[config.mk]
export PLATFORM = sky130hd
export DESIGN_NAME = serial_day_to_date_time_unit_flat
export DESIGN_NICKNAME = d
export VERILOG_FILES = /design/src/sddt_pkg.sv /design/src/sddt_ifs.sv /design/src/sddt_ctrl.sv /design/src/sddt_dpath.sv /design/src/serial_day_to_date_time_unit.sv /design/src/flat_wrapper.sv
export SDC_FILE = /design/constraint.sdc
export NUM_CORES = 1
export LEC_CHECK = 0
export ABC_AREA = 1
export BUFFER_PORTS_ARGS = -buffer_cell sky130_fd_sc_hd__buf_2
export CAP_MARGIN = 20
export CORE_MARGIN = 4
export CORE_UTILIZATION = 50
export CTS_CLUSTER_DIAMETER = 150
export DETAILED_ROUTE_END_ITERATION = 6
export PLACE_DENSITY_LB_ADDON = 0.05
export SLEW_MARGIN = 20
export SYNTH_ARGS = -nofsm -noshare
export SYNTH_HDL_FRONTEND = slang
export SYNTH_SLANG_ARGS = --single-unit
[constraint.sdc]
create_clock -name clock -period 6.7 [get_ports clock]
set_input_delay 1.005 -clock clock [delete_from_list [all_inputs] [get_ports clock]]
set_output_delay 1.005 -clock clock [all_outputs]
set_load 0.005 [all_outputs]
[src/sddt_pkg.sv]
// ----------------------------------------------------------------------------
// sddt_pkg
// Shared types, widths and calendar constants of the serial day to date and
// time unit.
// ----------------------------------------------------------------------------
package sddt_pkg;

   localparam int DAY_W   = 22;
   localparam int FRAC_W  = 32;
   localparam int YEAR_W  = 14;
   localparam int MONTH_W = 4;
   localparam int MDAY_W  = 5;
   localparam int HOUR_W  = 5;
   localparam int MIN_W   = 6;
   localparam int SEC_W   = 6;

   localparam int REM_W   = 23;   // day remainder, counted from 1600-01-01
   localparam int SECS_W  = 17;   // 0 .. 86400
   localparam int CNT_W   = 5;    // iteration counter within one phase
   localparam int SHIFT_W = 3;    // bit weight of a restoring-division step

   localparam int SECS_PER_DAY  = 86400;
   localparam int SECS_PER_HOUR = 3600;
   localparam int SECS_PER_MIN  = 60;

   localparam int QUIRK_DAY     = 60;
   localparam int BASE_YEAR     = 1600;
   // days from 1600-01-01 to 1900-01-01 less one or two (the day-one base
   // and the phantom 1900-02-29)
   localparam int OFFSET_LOW    = 109572;
   localparam int OFFSET_HIGH   = 109571;

   localparam int DAYS_400      = 146097;
   localparam int DAYS_CENT_L   = 36525;
   localparam int DAYS_CENT     = 36524;
   localparam int DAYS_QUAD_L   = 1461;
   localparam int DAYS_QUAD     = 1460;
   localparam int DAYS_YEAR_L   = 366;
   localparam int DAYS_YEAR     = 365;

   localparam int D400_LAST     = 4;    // weights 16,8,4,2,1 cycles of 400 years
   localparam int CENT_MAX      = 3;
   localparam int QUAD_MAX      = 24;
   localparam int YEAR_MAX      = 3;
   localparam int MON_MAX       = 11;
   localparam int HOUR_LAST     = 4;
   localparam int MIN_LAST      = 5;
   localparam int FEB_INDEX     = 1;

   typedef enum logic [3:0] {
      ST_IDLE,
      ST_TIME,
      ST_D400,
      ST_CENT,
      ST_QUAD,
      ST_YEAR,
      ST_MON,
      ST_HOUR,
      ST_MIN,
      ST_DONE
   } state_type;

   typedef enum logic [3:0] {
      DP_IDLE,
      DP_LOAD,
      DP_TIME,
      DP_D400,
      DP_CENT,
      DP_QUAD,
      DP_YEAR,
      DP_MON,
      DP_HOUR,
      DP_MIN
   } dp_op_type;

   typedef struct packed {
      dp_op_type op;
      logic      push;
   } dp_cmd_type;

   typedef struct packed {
      logic date_valid;
      logic done;
   } dp_status_type;

   typedef struct packed {
      logic                 date_valid;
      logic [YEAR_W-1:0]    year;
      logic [MONTH_W-1:0]   month;
      logic [MDAY_W-1:0]    day_of_month;
      logic [HOUR_W-1:0]    hour;
      logic [MIN_W-1:0]     minute;
      logic [SEC_W-1:0]     second;
   } result_type;

   function automatic logic [MDAY_W-1:0] month_length(input logic [MONTH_W-1:0] idx);
      logic [MDAY_W-1:0] len;
      case (idx)
         4'd1:                    len = 5'd28;
         4'd3, 4'd5, 4'd8, 4'd10: len = 5'd30;
         default:                 len = 5'd31;
      endcase
      return len;
   endfunction

endpackage

[src/sddt_ifs.sv]
// ----------------------------------------------------------------------------
// sddt request and response channels
// Valid/ready channels carrying one serial day beat in and one date/time
// beat out.
// ----------------------------------------------------------------------------
interface sddt_req_if import sddt_pkg::*; ();
   logic              valid;
   logic              ready;
   logic [DAY_W-1:0]  day_count;
   logic [FRAC_W-1:0] day_fraction;

   modport source (output valid, day_count, day_fraction, input ready);
   modport sink   (input valid, day_count, day_fraction, output ready);
endinterface

interface sddt_rsp_if import sddt_pkg::*; ();
   logic               valid;
   logic               ready;
   logic               date_valid;
   logic [YEAR_W-1:0]  year;
   logic [MONTH_W-1:0] month;
   logic [MDAY_W-1:0]  day_of_month;
   logic [HOUR_W-1:0]  hour;
   logic [MIN_W-1:0]   minute;
   logic [SEC_W-1:0]   second;

   modport source (output valid, date_valid, year, month, day_of_month, hour, minute,
                   second, input ready);
   modport sink   (input valid, date_valid, year, month, day_of_month, hour, minute,
                   second, output ready);
endinterface

[src/sddt_ctrl.sv]
// ----------------------------------------------------------------------------
// sddt_ctrl
// Sequencer: steps the datapath through its reduction phases, one per state.
// ----------------------------------------------------------------------------
module sddt_ctrl import sddt_pkg::*; (
   input  logic          clock,
   input  logic          reset,
   input  logic          req_valid,
   output logic          req_ready,
   input  logic          out_free,
   input  dp_status_type status,
   output dp_cmd_type    cmd
);

   state_type state_ff, state_in;

   always_ff @(posedge clock) begin
      if (reset) begin
         state_ff <= ST_IDLE;
      end else begin
         state_ff <= state_in;
      end
   end

   // next state
   always_comb begin
      state_in = state_ff;
      unique case (state_ff)
         ST_IDLE: if (req_valid) state_in = ST_TIME;
         ST_TIME: state_in = status.date_valid ? ST_D400 : ST_HOUR;
         ST_D400: if (status.done) state_in = ST_CENT;
         ST_CENT: if (status.done) state_in = ST_QUAD;
         ST_QUAD: if (status.done) state_in = ST_YEAR;
         ST_YEAR: if (status.done) state_in = ST_MON;
         ST_MON:  if (status.done) state_in = ST_HOUR;
         ST_HOUR: if (status.done) state_in = ST_MIN;
         ST_MIN:  if (status.done) state_in = ST_DONE;
         ST_DONE: if (out_free) state_in = ST_IDLE;
         default: state_in = ST_IDLE;
      endcase
   end

   // outputs
   always_comb begin
      req_ready = 1'b0;
      cmd.op    = DP_IDLE;
      cmd.push  = 1'b0;
      unique case (state_ff)
         ST_IDLE: begin
            req_ready = 1'b1;
            if (req_valid) cmd.op = DP_LOAD;
         end
         ST_TIME: cmd.op = DP_TIME;
         ST_D400: cmd.op = DP_D400;
         ST_CENT: cmd.op = DP_CENT;
         ST_QUAD: cmd.op = DP_QUAD;
         ST_YEAR: cmd.op = DP_YEAR;
         ST_MON:  cmd.op = DP_MON;
         ST_HOUR: cmd.op = DP_HOUR;
         ST_MIN:  cmd.op = DP_MIN;
         ST_DONE: cmd.push = out_free;
         default: cmd.op = DP_IDLE;
      endcase
   end

endmodule

[src/sddt_dpath.sv]
// ----------------------------------------------------------------------------
// sddt_dpath
// Datapath: day remainder reduction by 400-year, century, 4-year, year and
// month steps, then the time of day by restoring division.
// ----------------------------------------------------------------------------
module sddt_dpath import sddt_pkg::*; (
   input  logic              clock,
   input  logic              reset,
   input  dp_cmd_type        cmd,
   input  logic [DAY_W-1:0]  day_count,
   input  logic [FRAC_W-1:0] day_fraction,
   output dp_status_type     status,
   output result_type        result
);

   localparam int PROD_W = FRAC_W + SECS_W;

   logic [REM_W-1:0]   rem_ff, rem_in;
   logic [YEAR_W-1:0]  year_ff, year_in;
   logic [CNT_W-1:0]   cnt_ff, cnt_in;
   logic               first_cent_ff, first_cent_in;
   logic               leap_ff, leap_in;
   logic [MONTH_W-1:0] month_ff, month_in;
   logic               valid_ff, valid_in;
   logic [FRAC_W-1:0]  frac_ff, frac_in;
   logic [SECS_W-1:0]  secs_ff, secs_in;
   logic [HOUR_W-1:0]  hour_ff, hour_in;
   logic [MIN_W-1:0]   minute_ff, minute_in;

   logic               done;
   logic [SHIFT_W-1:0] k_d400, k_hour, k_min;
   logic [REM_W-1:0]   len_d400, len_cent, len_quad, len_year, len_mon, rem_load;
   logic               short_quad;
   logic [SECS_W-1:0]  len_hour, len_min;
   logic [PROD_W-1:0]  prod;

   assign k_d400   = SHIFT_W'(D400_LAST) - cnt_ff[SHIFT_W-1:0];
   assign k_hour   = SHIFT_W'(HOUR_LAST) - cnt_ff[SHIFT_W-1:0];
   assign k_min    = SHIFT_W'(MIN_LAST) - cnt_ff[SHIFT_W-1:0];
   assign len_d400 = REM_W'(DAYS_400) << k_d400;
   assign len_cent = first_cent_ff ? REM_W'(DAYS_CENT_L) : REM_W'(DAYS_CENT);
   // first 4-year group of a century other than the first has no leap day
   assign short_quad = (cnt_ff == '0) && !first_cent_ff;
   assign len_quad = short_quad ? REM_W'(DAYS_QUAD) : REM_W'(DAYS_QUAD_L);
   assign len_year = leap_ff ? REM_W'(DAYS_YEAR_L) : REM_W'(DAYS_YEAR);
   assign len_mon  = REM_W'(month_length(cnt_ff[MONTH_W-1:0]))
                   + REM_W'((cnt_ff == CNT_W'(FEB_INDEX)) && leap_ff);
   assign len_hour = SECS_W'(SECS_PER_HOUR) << k_hour;
   assign len_min  = SECS_W'(SECS_PER_MIN) << k_min;
   assign rem_load = REM_W'(day_count)
                   + ((day_count > DAY_W'(QUIRK_DAY)) ? REM_W'(OFFSET_HIGH)
                                                      : REM_W'(OFFSET_LOW));
   assign prod     = PROD_W'(frac_ff) * PROD_W'(SECS_PER_DAY)
                   + PROD_W'(64'h8000_0000);

   always_comb begin
      rem_in        = rem_ff;
      year_in       = year_ff;
      first_cent_in = first_cent_ff;
      leap_in       = leap_ff;
      month_in      = month_ff;
      valid_in      = valid_ff;
      frac_in       = frac_ff;
      secs_in       = secs_ff;
      hour_in       = hour_ff;
      minute_in     = minute_ff;
      done          = 1'b0;
      case (cmd.op)
         DP_LOAD: begin
            rem_in        = rem_load;
            year_in       = YEAR_W'(BASE_YEAR);
            first_cent_in = 1'b1;
            month_in      = '0;
            valid_in      = (day_count != '0);
            frac_in       = day_fraction;
            done          = 1'b1;
         end
         DP_TIME: begin
            secs_in   = prod[PROD_W-1:FRAC_W];
            hour_in   = '0;
            minute_in = '0;
            done      = 1'b1;
         end
         DP_D400: begin
            if (rem_ff >= len_d400) begin
               rem_in  = rem_ff - len_d400;
               year_in = year_ff + (YEAR_W'(400) << k_d400);
            end
            done = (cnt_ff == CNT_W'(D400_LAST));
         end
         DP_CENT: begin
            if (rem_ff >= len_cent && cnt_ff < CNT_W'(CENT_MAX)) begin
               rem_in        = rem_ff - len_cent;
               year_in       = year_ff + YEAR_W'(100);
               first_cent_in = 1'b0;
            end else begin
               done = 1'b1;
            end
         end
         DP_QUAD: begin
            if (rem_ff >= len_quad && cnt_ff < CNT_W'(QUAD_MAX)) begin
               rem_in  = rem_ff - len_quad;
               year_in = year_ff + YEAR_W'(4);
            end else begin
               leap_in = !short_quad;
               done    = 1'b1;
            end
         end
         DP_YEAR: begin
            if (rem_ff >= len_year && cnt_ff < CNT_W'(YEAR_MAX)) begin
               rem_in  = rem_ff - len_year;
               year_in = year_ff + YEAR_W'(1);
               leap_in = 1'b0;
            end else begin
               done = 1'b1;
            end
         end
         DP_MON: begin
            if (rem_ff >= len_mon && cnt_ff < CNT_W'(MON_MAX)) begin
               rem_in = rem_ff - len_mon;
            end else begin
               month_in = cnt_ff[MONTH_W-1:0] + MONTH_W'(1);
               done     = 1'b1;
            end
         end
         DP_HOUR: begin
            if (secs_ff >= len_hour) begin
               secs_in = secs_ff - len_hour;
               hour_in = hour_ff | (HOUR_W'(1) << k_hour);
            end
            done = (cnt_ff == CNT_W'(HOUR_LAST));
         end
         DP_MIN: begin
            if (secs_ff >= len_min) begin
               secs_in   = secs_ff - len_min;
               minute_in = minute_ff | (MIN_W'(1) << k_min);
            end
            done = (cnt_ff == CNT_W'(MIN_LAST));
         end
         default: done = 1'b0;
      endcase
   end

   assign cnt_in = (done || cmd.op == DP_IDLE) ? '0 : cnt_ff + CNT_W'(1);

   always_ff @(posedge clock) begin
      if (reset) begin
         cnt_ff <= '0;
      end else begin
         cnt_ff <= cnt_in;
      end
   end

   always_ff @(posedge clock) begin
      rem_ff        <= rem_in;
      year_ff       <= year_in;
      first_cent_ff <= first_cent_in;
      leap_ff       <= leap_in;
      month_ff      <= month_in;
      valid_ff      <= valid_in;
      frac_ff       <= frac_in;
      secs_ff       <= secs_in;
      hour_ff       <= hour_in;
      minute_ff     <= minute_in;
   end

   assign status.date_valid = valid_ff;
   assign status.done       = done;

   assign result.date_valid   = valid_ff;
   assign result.year         = valid_ff ? year_ff : '0;
   assign result.month        = valid_ff ? month_ff : '0;
   assign result.day_of_month = valid_ff ? rem_ff[MDAY_W-1:0] + MDAY_W'(1) : '0;
   assign result.hour         = hour_ff;
   assign result.minute       = minute_ff;
   assign result.second       = secs_ff[SEC_W-1:0];

endmodule

[src/serial_day_to_date_time_unit.sv]
// ----------------------------------------------------------------------------
// serial_day_to_date_time_unit
// Converts a spreadsheet serial day (whole days plus a 32-bit day fraction)
// to a Gregorian date and a time of day.
// ----------------------------------------------------------------------------
// Usage:
//   req_bus carries one beat: day_count and day_fraction. rsp_bus returns one
//   beat per request: date_valid, year, month, day_of_month, hour, minute and
//   second. Day count 0 gives a cleared date with date_valid low.
//   The sequencer converts one beat at a time: a multiply step, a 5-step
//   400-year reduction, up to 4 century, 25 four-year, 4 year and 12 month
//   steps, then 5 hour and 6 minute restoring-division steps and the
//   hand-over. Day count 0 skips the date steps. A new request is taken
//   only once the previous result has been handed to the output register.
//   A finished beat sits in the output register; a new request is accepted
//   while it waits. If the receiver stalls, the next result is held in the
//   sequencer until the output register frees.
//   Synchronous reset empties the output register, returns the sequencer
//   to idle and clears the datapath step counter; nothing else needs clearing.
// ----------------------------------------------------------------------------
module serial_day_to_date_time_unit import sddt_pkg::*; (
   input  logic       clock,
   input  logic       reset,
   sddt_req_if.sink   req_bus,
   sddt_rsp_if.source rsp_bus
);

   dp_cmd_type    cmd;
   dp_status_type status;
   result_type    result;

   // output register
   logic          rsp_valid_ff, rsp_valid_in;
   result_type    rsp_data_ff;
   logic          out_free;

   // free when empty or being drained this cycle
   assign out_free = !rsp_valid_ff || rsp_bus.ready;

   sddt_ctrl u_ctrl (
      .clock     (clock),
      .reset     (reset),
      .req_valid (req_bus.valid),
      .req_ready (req_bus.ready),
      .out_free  (out_free),
      .status    (status),
      .cmd       (cmd)
   );

   sddt_dpath u_dpath (
      .clock        (clock),
      .reset        (reset),
      .cmd          (cmd),
      .day_count    (req_bus.day_count),
      .day_fraction (req_bus.day_fraction),
      .status       (status),
      .result       (result)
   );

   always_comb begin
      rsp_valid_in = rsp_valid_ff;
      if (cmd.push) begin
         rsp_valid_in = 1'b1;
      end else if (rsp_bus.ready) begin
         rsp_valid_in = 1'b0;
      end
   end

   always_ff @(posedge clock) begin
      if (reset) begin
         rsp_valid_ff <= 1'b0;
      end else begin
         rsp_valid_ff <= rsp_valid_in;
      end
   end

   // payload: loaded on hand-over only
   always_ff @(posedge clock) begin
      if (cmd.push) begin
         rsp_data_ff <= result;
      end
   end

   assign rsp_bus.valid        = rsp_valid_ff;
   assign rsp_bus.date_valid   = rsp_data_ff.date_valid;
   assign rsp_bus.year         = rsp_data_ff.year;
   assign rsp_bus.month        = rsp_data_ff.month;
   assign rsp_bus.day_of_month = rsp_data_ff.day_of_month;
   assign rsp_bus.hour         = rsp_data_ff.hour;
   assign rsp_bus.minute       = rsp_data_ff.minute;
   assign rsp_bus.second       = rsp_data_ff.second;

endmodule

[src/flat_wrapper.sv]
// flat-port wrapper written by rule: the top's interface ports become plain ports
module serial_day_to_date_time_unit_flat import sddt_pkg::*;
  (clock, reset, req_bus_valid, req_bus_day_count, req_bus_day_fraction, req_bus_ready, rsp_bus_valid, rsp_bus_date_valid, rsp_bus_year, rsp_bus_month, rsp_bus_day_of_month, rsp_bus_hour, rsp_bus_minute, rsp_bus_second, rsp_bus_ready);
  sddt_req_if req_bus_i ();
  sddt_rsp_if rsp_bus_i ();
  input  logic clock;
  input  logic reset;
  input wire logic [$bits(req_bus_i.valid)-1:0] req_bus_valid;
  input wire logic [$bits(req_bus_i.day_count)-1:0] req_bus_day_count;
  input wire logic [$bits(req_bus_i.day_fraction)-1:0] req_bus_day_fraction;
  output wire logic [$bits(req_bus_i.ready)-1:0] req_bus_ready;
  output wire logic [$bits(rsp_bus_i.valid)-1:0] rsp_bus_valid;
  output wire logic [$bits(rsp_bus_i.date_valid)-1:0] rsp_bus_date_valid;
  output wire logic [$bits(rsp_bus_i.year)-1:0] rsp_bus_year;
  output wire logic [$bits(rsp_bus_i.month)-1:0] rsp_bus_month;
  output wire logic [$bits(rsp_bus_i.day_of_month)-1:0] rsp_bus_day_of_month;
  output wire logic [$bits(rsp_bus_i.hour)-1:0] rsp_bus_hour;
  output wire logic [$bits(rsp_bus_i.minute)-1:0] rsp_bus_minute;
  output wire logic [$bits(rsp_bus_i.second)-1:0] rsp_bus_second;
  input wire logic [$bits(rsp_bus_i.ready)-1:0] rsp_bus_ready;
  assign req_bus_i.valid = req_bus_valid;
  assign req_bus_i.day_count = req_bus_day_count;
  assign req_bus_i.day_fraction = req_bus_day_fraction;
  assign req_bus_ready = req_bus_i.ready;
  assign rsp_bus_valid = rsp_bus_i.valid;
  assign rsp_bus_date_valid = rsp_bus_i.date_valid;
  assign rsp_bus_year = rsp_bus_i.year;
  assign rsp_bus_month = rsp_bus_i.month;
  assign rsp_bus_day_of_month = rsp_bus_i.day_of_month;
  assign rsp_bus_hour = rsp_bus_i.hour;
  assign rsp_bus_minute = rsp_bus_i.minute;
  assign rsp_bus_second = rsp_bus_i.second;
  assign rsp_bus_i.ready = rsp_bus_ready;
  serial_day_to_date_time_unit u_core (.clock(clock), .reset(reset), .req_bus(req_bus_i), .rsp_bus(rsp_bus_i));
endmodule
==> reports/qor.txt <==
Actual slew at the worst max-slew pin -> 0.994 ns
Die footprint -> 42500 um2
Status -> finished, final reports clean
Via count -> 18800
GRT overflow -> 0
Final setup viols -> 0
Fill cell count -> 3859
Crit path arrival time -> 5.92 ns
Vias per cell -> 5.47
Vias in the first global route -> 18400
Final period util -> 85.5%
Syn Nets -> 3184
Top Ports -> 101
Iteration count of the initial detailed-routing pass -> 6
Rows -> 72
Setup WS pre-CTS -> 1.01 ns
Final Hold Fails -> 0
Detailed Route WL -> 60500 um
Post-synth top area share -> 22.2%
Crit Path Class -> reg2reg
Worst slew margin -> 32.0%
Crit-path cells -> inv_1, ha_1, inv_1, ha_1, inv_1, nand2_1, ha_1, a21oi_1, nand2_1, nand2_1, nand2_1, a21oi_1, o21ai_1, a21o_1, nand2_1, nand2_1, nand2_1, inv_1, o21ai_1, nor2_2, buf_4
GPL Wtd Cong -> 0.992
Hold buffer count at cts -> 0
Final setup TNS -> 0 ns
CP required -> 6.89 ns
Final min period -> 5.73 ns
Die Y -> 206 um
Final #Nets -> 3279
CTS Buf Count -> 17
Clock transition at the registers of the reported paths -> 0.07 ns
Clk Latency, worst-skew pair -> 0.47 ns
IO Port Bufs -> 100
Cts repair resizes -> 0
Largest stage delay, worst path -> 0.68 ns
Pin count of the biggest net entering global routing -> 42
Placed wire-length estimate -> 50100 um
Core ar. -> 38700 um2
Post-synthesis cell count -> 2819
CP max FO -> 23
Clk buf depth -> 2
Tot GR Track Use -> 28.7%
Sequential-to-total area share from yosys stat -> 23.2%
Most frequent cell after synthesis -> nand2_1
Setup Skew -> 0.0214 ns
CP most frequent cell -> nand2_1
Critical Path End Type -> register
TritonCTS clock tree -> yes
Number of inserted diodes -> 0
Top FF cell, synth -> edfxtp_1
Layout cell share with drive strength beyond 1 -> 8.81%
Final slew viol count -> 0
Starting Density -> 50.7%
CTS sink cnt -> 155
First-pass GRT wire length -> 95600 um
Placed insts -> 3412
Starting DRT DRC Count -> 1222
Synth Cell Area -> 19600 um2
Synthesis-stage register bit count -> 155
Htree depth -> 4
Fin util -> 55.1%
Max frequency -> 175 MHz
Syn_area_per_cell -> 6.97 um2
Synth area leaders -> edfxtp_1, ha_1, nand2_1
Async S/R FF share, synth -> 0%
Clk root buf -> clkbuf_16
Max Cap Violations -> 0
Final WS setup -> 0.971 ns
Startpoint Class -> register
Die W -> 206 um
Slowest CP cell -> dfxtp_1
Cell taking the most area after synthesis -> edfxtp_1
RSZ-0062 raised after global routing -> no
Postcts setup bufs -> 0
Top cells by count, synth -> nand2_1, inv_1, nor2_1, ha_1, nand3_1
Initial antenna violation count -> 1
Area grow syn2layout -> 8.70%
Avg WL per Cell -> 17.6 um
Worst Hold Class -> reg2reg
Post-DRT Antenna Nets -> 0
Synth unique cells -> 63
Synth Warn # -> 0
Number of synthesized flops with an enable pin -> 145
Fin cells -> 3445
DRC viols -> 0
area by class of cell:
type / count / area, um2 / area share (%)
Multi-Input combinational cell: 2085 / 12900 / 60.4
Sequential cell: 155 / 4550 / 21.3
Inverter: 541 / 2030 / 9.51
Tap cell: 518 / 648 / 3.04
Timing Repair Buffer: 114 / 618 / 2.90
Clock buffer: 17 / 425 / 1.99
Clock inverter: 15 / 178 / 0.832
cell usage in the layout, fill, tap and decap left out, drive strengths merged, types with 3 or more instances in the layout:
cell / netlist / routed
o211ai: 14 / 14
xnor2: 16 / 16
nor3: 47 / 47
o221ai: 5 / 5
o2111ai: 8 / 8
o22ai: 9 / 9
a21oi: 154 / 154
o31ai: 8 / 8
o21ai: 116 / 116
fa: 80 / 80
or2: 22 / 22
clkbuf: 23 / 17
nand2: 705 / 705
nand4: 44 / 44
a31oi: 11 / 11
nand3b: 12 / 12
o21a: 3 / 3
clkinv: 3 / 7
edfxtp: 145 / 145
buf: 15 / 114
a311oi: 4 / 4
a21o: 10 / 10
o21bai: 9 / 9
nand3: 207 / 207
inv: 538 / 547
ha: 227 / 227
dfxtp: 10 / 10
nor4: 10 / 10
o32ai: 4 / 4
xor2: 23 / 23
nor2: 317 / 317
metrics by stage:
step	hold WS (ns)	area (um2)
floorplan	0.427	19600
global placement	0.438	20700
detailed placement	0.438	20700
CTS	0.455	21300
global route	0.468	21300
finish	0.456	21300
state kept, by name, summed over array words and instances, names as in the netlist, 6 cells and up:
register	flops
u_core.u_dpath.frac_ff	32
u_core.rsp_bus.minute	6
u_core.rsp_bus.second	6
u_core.u_dpath.rem_ff	23
u_core.u_dpath.secs_ff	17
u_core.rsp_bus.year	14
u_core.u_dpath.minute_ff	6
u_core.u_dpath.year_ff	14
metal layers:
layer	vias up	track usage (%)	wire (um)
met2	518	51.6	30600
li1	9389	-	-
met4	2	11.5	2270
met5	-	0	12
met3	115	3.01	2610
met1	8811	35.1	25000
critical path: cells and delay by family (launching register included):
family,cells,cell delay [ns]
flip-flops,1,0.68
adder cells (fa/ha/maj),3,1.31
buffers and inverters,5,1.26
AO/OA/AOI/OAI,5,1.24
AND/OR/NAND/NOR,8,0.94
kinds of logic after synthesis:
| group | share of synthesized area, % |
|---|---|
| AND/OR/NAND/NOR | 30.2 |
| AO/OA/AOI/OAI | 11.0 |
| buffers and inverters | 11.2 |
| adder cells (fa/ha/maj) | 22.6 |
| flip-flops | 23.2 |
| XOR/XNOR | 1.74 |
worst paths after layout:
check | to | startpoint | cells after the start | slack (ns)
worst min register to register | u_core.rsp_bus.minute[0] | u_core.u_dpath.minute_ff[0] | 0 | 0.46
worst min-delay path | u_core.rsp_bus.minute[0] | u_core.u_dpath.minute_ff[0] | 0 | 0.46
worst max-delay path | u_core.u_dpath.rem_ff[13] | u_core.u_dpath.cnt_ff[0] | 21 | 0.97
worst max register to register | u_core.u_dpath.rem_ff[13] | u_core.u_dpath.cnt_ff[0] | 21 | 0.97
Power is not shown: default switching activity piles up to over one toggle a cycle in this logic, so the estimate is an artifact.
